### src/rtl/salc_pkg.sv
// Shared types, codes and widths for the set-associative LRU cache.
package salc_pkg;

    localparam int KEY_W  = 31;
    localparam int DATA_W = 32;
    localparam int CNT_W  = 32;
    localparam int SIU_W  = 7;
    localparam int STEP_W = 5;

    // Operation codes
    localparam logic FUNC_GET = 1'b0;
    localparam logic FUNC_PUT = 1'b1;

    localparam logic [SIU_W-1:0] SIU_RESET = 7'd64;

    typedef struct packed {
        logic                     func;
        logic [KEY_W-1:0]         key;
        logic signed [DATA_W-1:0] write_data;
    } salc_item_t;

    typedef struct packed {
        logic                     hit;
        logic signed [DATA_W-1:0] read_data;
        logic [CNT_W-1:0]         hit_total;
        logic [CNT_W-1:0]         miss_total;
    } salc_result_t;

    typedef struct packed {
        logic             start;
        logic [KEY_W-1:0] dividend;
        logic [SIU_W-1:0] divisor;
    } salc_rem_req_t;

    typedef struct packed {
        logic             done;
        logic [SIU_W-1:0] remainder;
    } salc_rem_rsp_t;

    typedef enum logic [2:0] {
        ST_CLEAR,
        ST_IDLE,
        ST_DIVIDE,
        ST_META,
        ST_SEARCH,
        ST_UPDATE
    } salc_state_t;

endpackage

### src/rtl/salc_rem.sv
// Bit-serial restoring remainder unit: key modulo a 7-bit set count.
module salc_rem (
    input  logic                    clk,
    input  logic                    rst_n,
    input  salc_pkg::salc_rem_req_t req,
    output salc_pkg::salc_rem_rsp_t rsp
);

    localparam int KW = salc_pkg::KEY_W;
    localparam int SW = salc_pkg::SIU_W;
    localparam int TW = salc_pkg::STEP_W;

    logic          run_reg, run_next;
    logic          done_reg, done_next;
    logic [TW-1:0] step_reg, step_next;
    logic [KW-1:0] shift_reg, shift_next;
    logic [SW-1:0] div_reg, div_next;
    logic [SW-1:0] rem_reg, rem_next;
    logic [SW:0]   trial;

    // Shift in one dividend bit per cycle and subtract when it fits
    always_comb
    begin
        trial      = {rem_reg, shift_reg[KW-1]};
        run_next   = run_reg;
        done_next  = 1'b0;
        step_next  = step_reg;
        shift_next = shift_reg;
        div_next   = div_reg;
        rem_next   = rem_reg;
        if (req.start)
        begin
            run_next   = 1'b1;
            step_next  = '0;
            shift_next = req.dividend;
            div_next   = req.divisor;
            rem_next   = '0;
        end
        else if (run_reg)
        begin
            shift_next = {shift_reg[KW-2:0], 1'b0};
            if (trial >= {1'b0, div_reg})
                rem_next = SW'(trial - {1'b0, div_reg});
            else
                rem_next = trial[SW-1:0];
            step_next = step_reg + TW'(1);
            if (step_reg == TW'(KW - 1))
            begin
                run_next  = 1'b0;
                done_next = 1'b1;
            end
        end
    end

    // Control state
    always_ff @(posedge clk or negedge rst_n)
    begin
        if (!rst_n)
        begin
            run_reg  <= 1'b0;
            done_reg <= 1'b0;
            step_reg <= '0;
        end
        else
        begin
            run_reg  <= run_next;
            done_reg <= done_next;
            step_reg <= step_next;
        end
    end

    // Datapath
    always_ff @(posedge clk)
    begin
        shift_reg <= shift_next;
        div_reg   <= div_next;
        rem_reg   <= rem_next;
    end

    assign rsp.done      = done_reg;
    assign rsp.remainder = rem_reg;

endmodule

### config.mk
export PLATFORM = sky130hd
export DESIGN_NAME = salc_rem
export DESIGN_NICKNAME = d
export VERILOG_FILES = /design/src/rtl/salc_pkg.sv /design/src/rtl/salc_rem.sv
export SDC_FILE = /design/constraint.sdc
export NUM_CORES = 1
export LEC_CHECK = 0
export BUFFER_PORTS_ARGS = -buffer_cell sky130_fd_sc_hd__clkbuf_2
export CORE_ASPECT_RATIO = 1.2
export CORE_MARGIN = 4
export CORE_UTILIZATION = 41
export CTS_BUF_LIST = sky130_fd_sc_hd__clkbuf_2
export DETAILED_ROUTE_END_ITERATION = 10
export PLACE_DENSITY = 0.71
export SLEW_MARGIN = 20
export SYNTH_ARGS = -nofsm -noshare
export SYNTH_HDL_FRONTEND = slang
export SYNTH_SLANG_ARGS = --single-unit
export TNS_END_PERCENT = 20
### constraint.sdc
create_clock -name clk -period 2.6 [get_ports clk]
set_input_delay 0.26 -clock clk [delete_from_list [all_inputs] [get_ports clk]]
set_output_delay 0.26 -clock clk [all_outputs]
set_load 0.005 [all_outputs]
==> impl_metrics.tcl <==
set metrics [dict create \
    antenna_found_initial 0 \
    dp_hpwl_um 3250 \
    post-cts-setup-buffers 0 \
    area_growth_pct 17.9 \
    tightest_slew_ps 633 \
    hp-start "req[11]" \
    cts_tree "done" \
    crit_arrival_ps 2420 \
    cts_buffers 5 \
    synthCells 200 \
    fin_crit_ps 2050 \
    timing.fmax_ghz 0.487 \
    port_buffers 48 \
    endpoint_kind "flop" \
    first_pass_iters 4 \
    fp-row-count 31 \
    p_sw_uw 576 \
    startpoint "shift_reg[30]" \
    synth.net_count 251 \
    routed_wirelength_um 4480 \
    floorplan.initialDensity_pct 42.5 \
    drc_errors 0 \
    fill_cells 553 \
    drtIter0Drc 104 \
    leakagePower_nw 1.32 \
    async_reset_ff_share_pct 13.5 \
    cp-start-kind "flop" \
    core_area_um2 6090 \
    ys_ff_latch 52 \
    cpPeakStageDelay_ps 430 \
    skew_ps 25.2 \
    avgSynthCellArea_um2 12.9 \
    yosys.area.top_type "edfxtp_1" \
    drive_gt1_share_pct 37.5 \
    status "finished clean" \
    root_buffer "clkbuf_2" \
    fin_cells 338 \
    crit_fanout 10 \
    hold_viol 0 \
    place_inst 322 \
    drv_cap 0 \
    die_h_um 95 \
    largest_reg_flops 31 \
    grt_pass1_vias 1663 \
    slowest_stage "edfxtp_1" \
    ys_seq_area_share_pct 56.3 \
    p_seq_share_pct 52.0 \
    fp.dieArea_um2 7650 \
    final_util_pct 50.1 \
    cts_htree_levels 2 \
    die_w_um 80.5 \
    cts_resized 0 \
    yosysWarningCount 0 \
    cp_cell_sequence "inv_1 -> ha_1 -> inv_1 -> fa_1 -> nand3_1 -> a31o_1 -> nand3_1 -> a311oi_2" \
    cp.buffers_inverters 2 \
    regArea_um2 1460 \
    io_pins 49 \
    clk_latency_ps 420 \
    rr_startpoint "shift_reg[30]" \
    overflow 0 \
    syn_area_um2 2590 \
    via_per_inst 5.00 \
    p_int_mw 1.44 \
    comb_power_share_pct 27.7 \
    num_vias 1689 \
    timing.final.crit_share_pct 79.0 \
    powerDensity_nw_per_um2 661 \
    grt_max_degree 38 \
    synth.most_common_cell "edfxtp_1" \
    critical_path_required_ps 2970 \
    synthTopCellsByCount "38 x edfxtp_1, 31 x mux2_2, 14 x nor2_1" \
    routedWlPerCell_um 13.2 \
    clock-sinks 52 \
    drtAntennaViolNets 0 \
    place_congestion 0.804 \
    setup_tns_ps 0 \
    drv_slew 0 \
    synth_edf_count 38 \
    multi_input_area_um2 1030 \
    ir_drop_mv 0.383 \
    rsz0062_at_grt "no" \
    p_sw_share_pct 28.6 \
    insertedDiodeCount 0 \
    crit_family "compound AO/OA/AOI/OAI gates" \
    clk_pin_slew_ps 260 \
    ys.flop_type "edfxtp_1" \
    synth_top_area_share_pct 44.1 \
    maxSlewHeadroom_pct 57.8 \
    synthTopCellsByArea "edfxtp_1 44%, mux2_2 13%, dfrtp_1 6.8%" \
    p_clk_share_pct 20.3 \
    synthDistinctLibCells 47 \
    cts_buffer_depth 2 \
    min_path_type "in2reg" \
    fin_nets 306 \
    grt_util_all_layers_pct 12.8 \
    grt_pass1_wl_um 7600 \
    setup_viol 0 \
    critical_path_class "reg2reg" \
]
-- through the flow --
step / instance area (µm²) / hold slack [ps] / power (mW) / setup WS [ps]
after detailed placement: 2910 / 106 / 1.62 / 569
final: 3050 / 115 / 2.02 / 546
after global routing: 3050 / 46.5 / 2.15 / 375
after global placement: 2910 / 105 / 1.61 / 611
after floorplan: 2590 / -35.6 / 1.47 / 802
after CTS: 3050 / 79.4 / 2.04 / 539
-- final timing paths --
check                          endpoint  slack (ps)  depth (start not counted)
max                          rem_reg[0]         550                          8
min                        shift_reg[4]         120                          2
max reg2reg                  rem_reg[0]         550                          8
min reg2reg                shift_reg[4]         550                          1
max in group asynchronous   step_reg[0]        2300                          2
min in group asynchronous       run_reg         150                          2
-- layer usage --
metal	GRT usage, %	share of wire [%]	vias up
li1	-	-	846
met4	4.93	1.9	0
met1	16.7	45	795
met2	19.7	47	41
met3	4.39	6.4	7
met5	0	0	-
-- power groups by stage --
| stage | clock, mW | sequential [mW] | combinational (mW) |
|---|---|---|---|
| floorplan | 0 | 1.05 | 0.413 |
| global placement | 0 | 1.07 | 0.537 |
| detailed placement | 0 | 1.07 | 0.550 |
| CTS | 0.431 | 1.05 | 0.562 |
| global route | 0.465 | 1.06 | 0.624 |
| finish | 0.410 | 1.05 | 0.558 |
-- cells by family after synthesis --
family | after synthesis | synth area share [%]
simple gates | 51 | 10.3
xor+xnor | 7 | 2.37
buf+inv | 23 | 3.87
compound gates | 25 | 8.18
flops | 52 | 56.3
fa+ha+maj | 10 | 5.13
mux | 32 | 13.9
-- area by class of cell --
cell class                 instances  area share [%]
sequential                        52            47.7
multi-input combinational        125            33.8
timing repair buffer              58            11.4
tap                               82            3.36
inverter                          13            1.60
clock inverter                     2            1.15
clock buffer                       6           0.984
-- what timing repair did --
action | 4_1_cts | 5_1_grt
endpoints found under the setup margin | 0 | 0
hold buffers | 8 | 0
hold endpoints to repair | 14 | 0
-- cells in the final DEF (no fill, tap or decap), types with 3 or more instances in the layout --
master,n
nand4_1,4
a31oi_1,4
nor2_1,14
inv_1,13
dfrtp_1,7
clkbuf_2,54
and3_1,3
dlygate4sd3_1,8
edfxtp_1,38
nor3b_1,4
ha_1,9
dfxtp_1,7
a21o_1,3
o21ai_0,3
mux2_2,31
nand2_1,11
xnor2_1,3
nand3_1,5
xor2_1,4
Power figures use the tool's default switching activity.
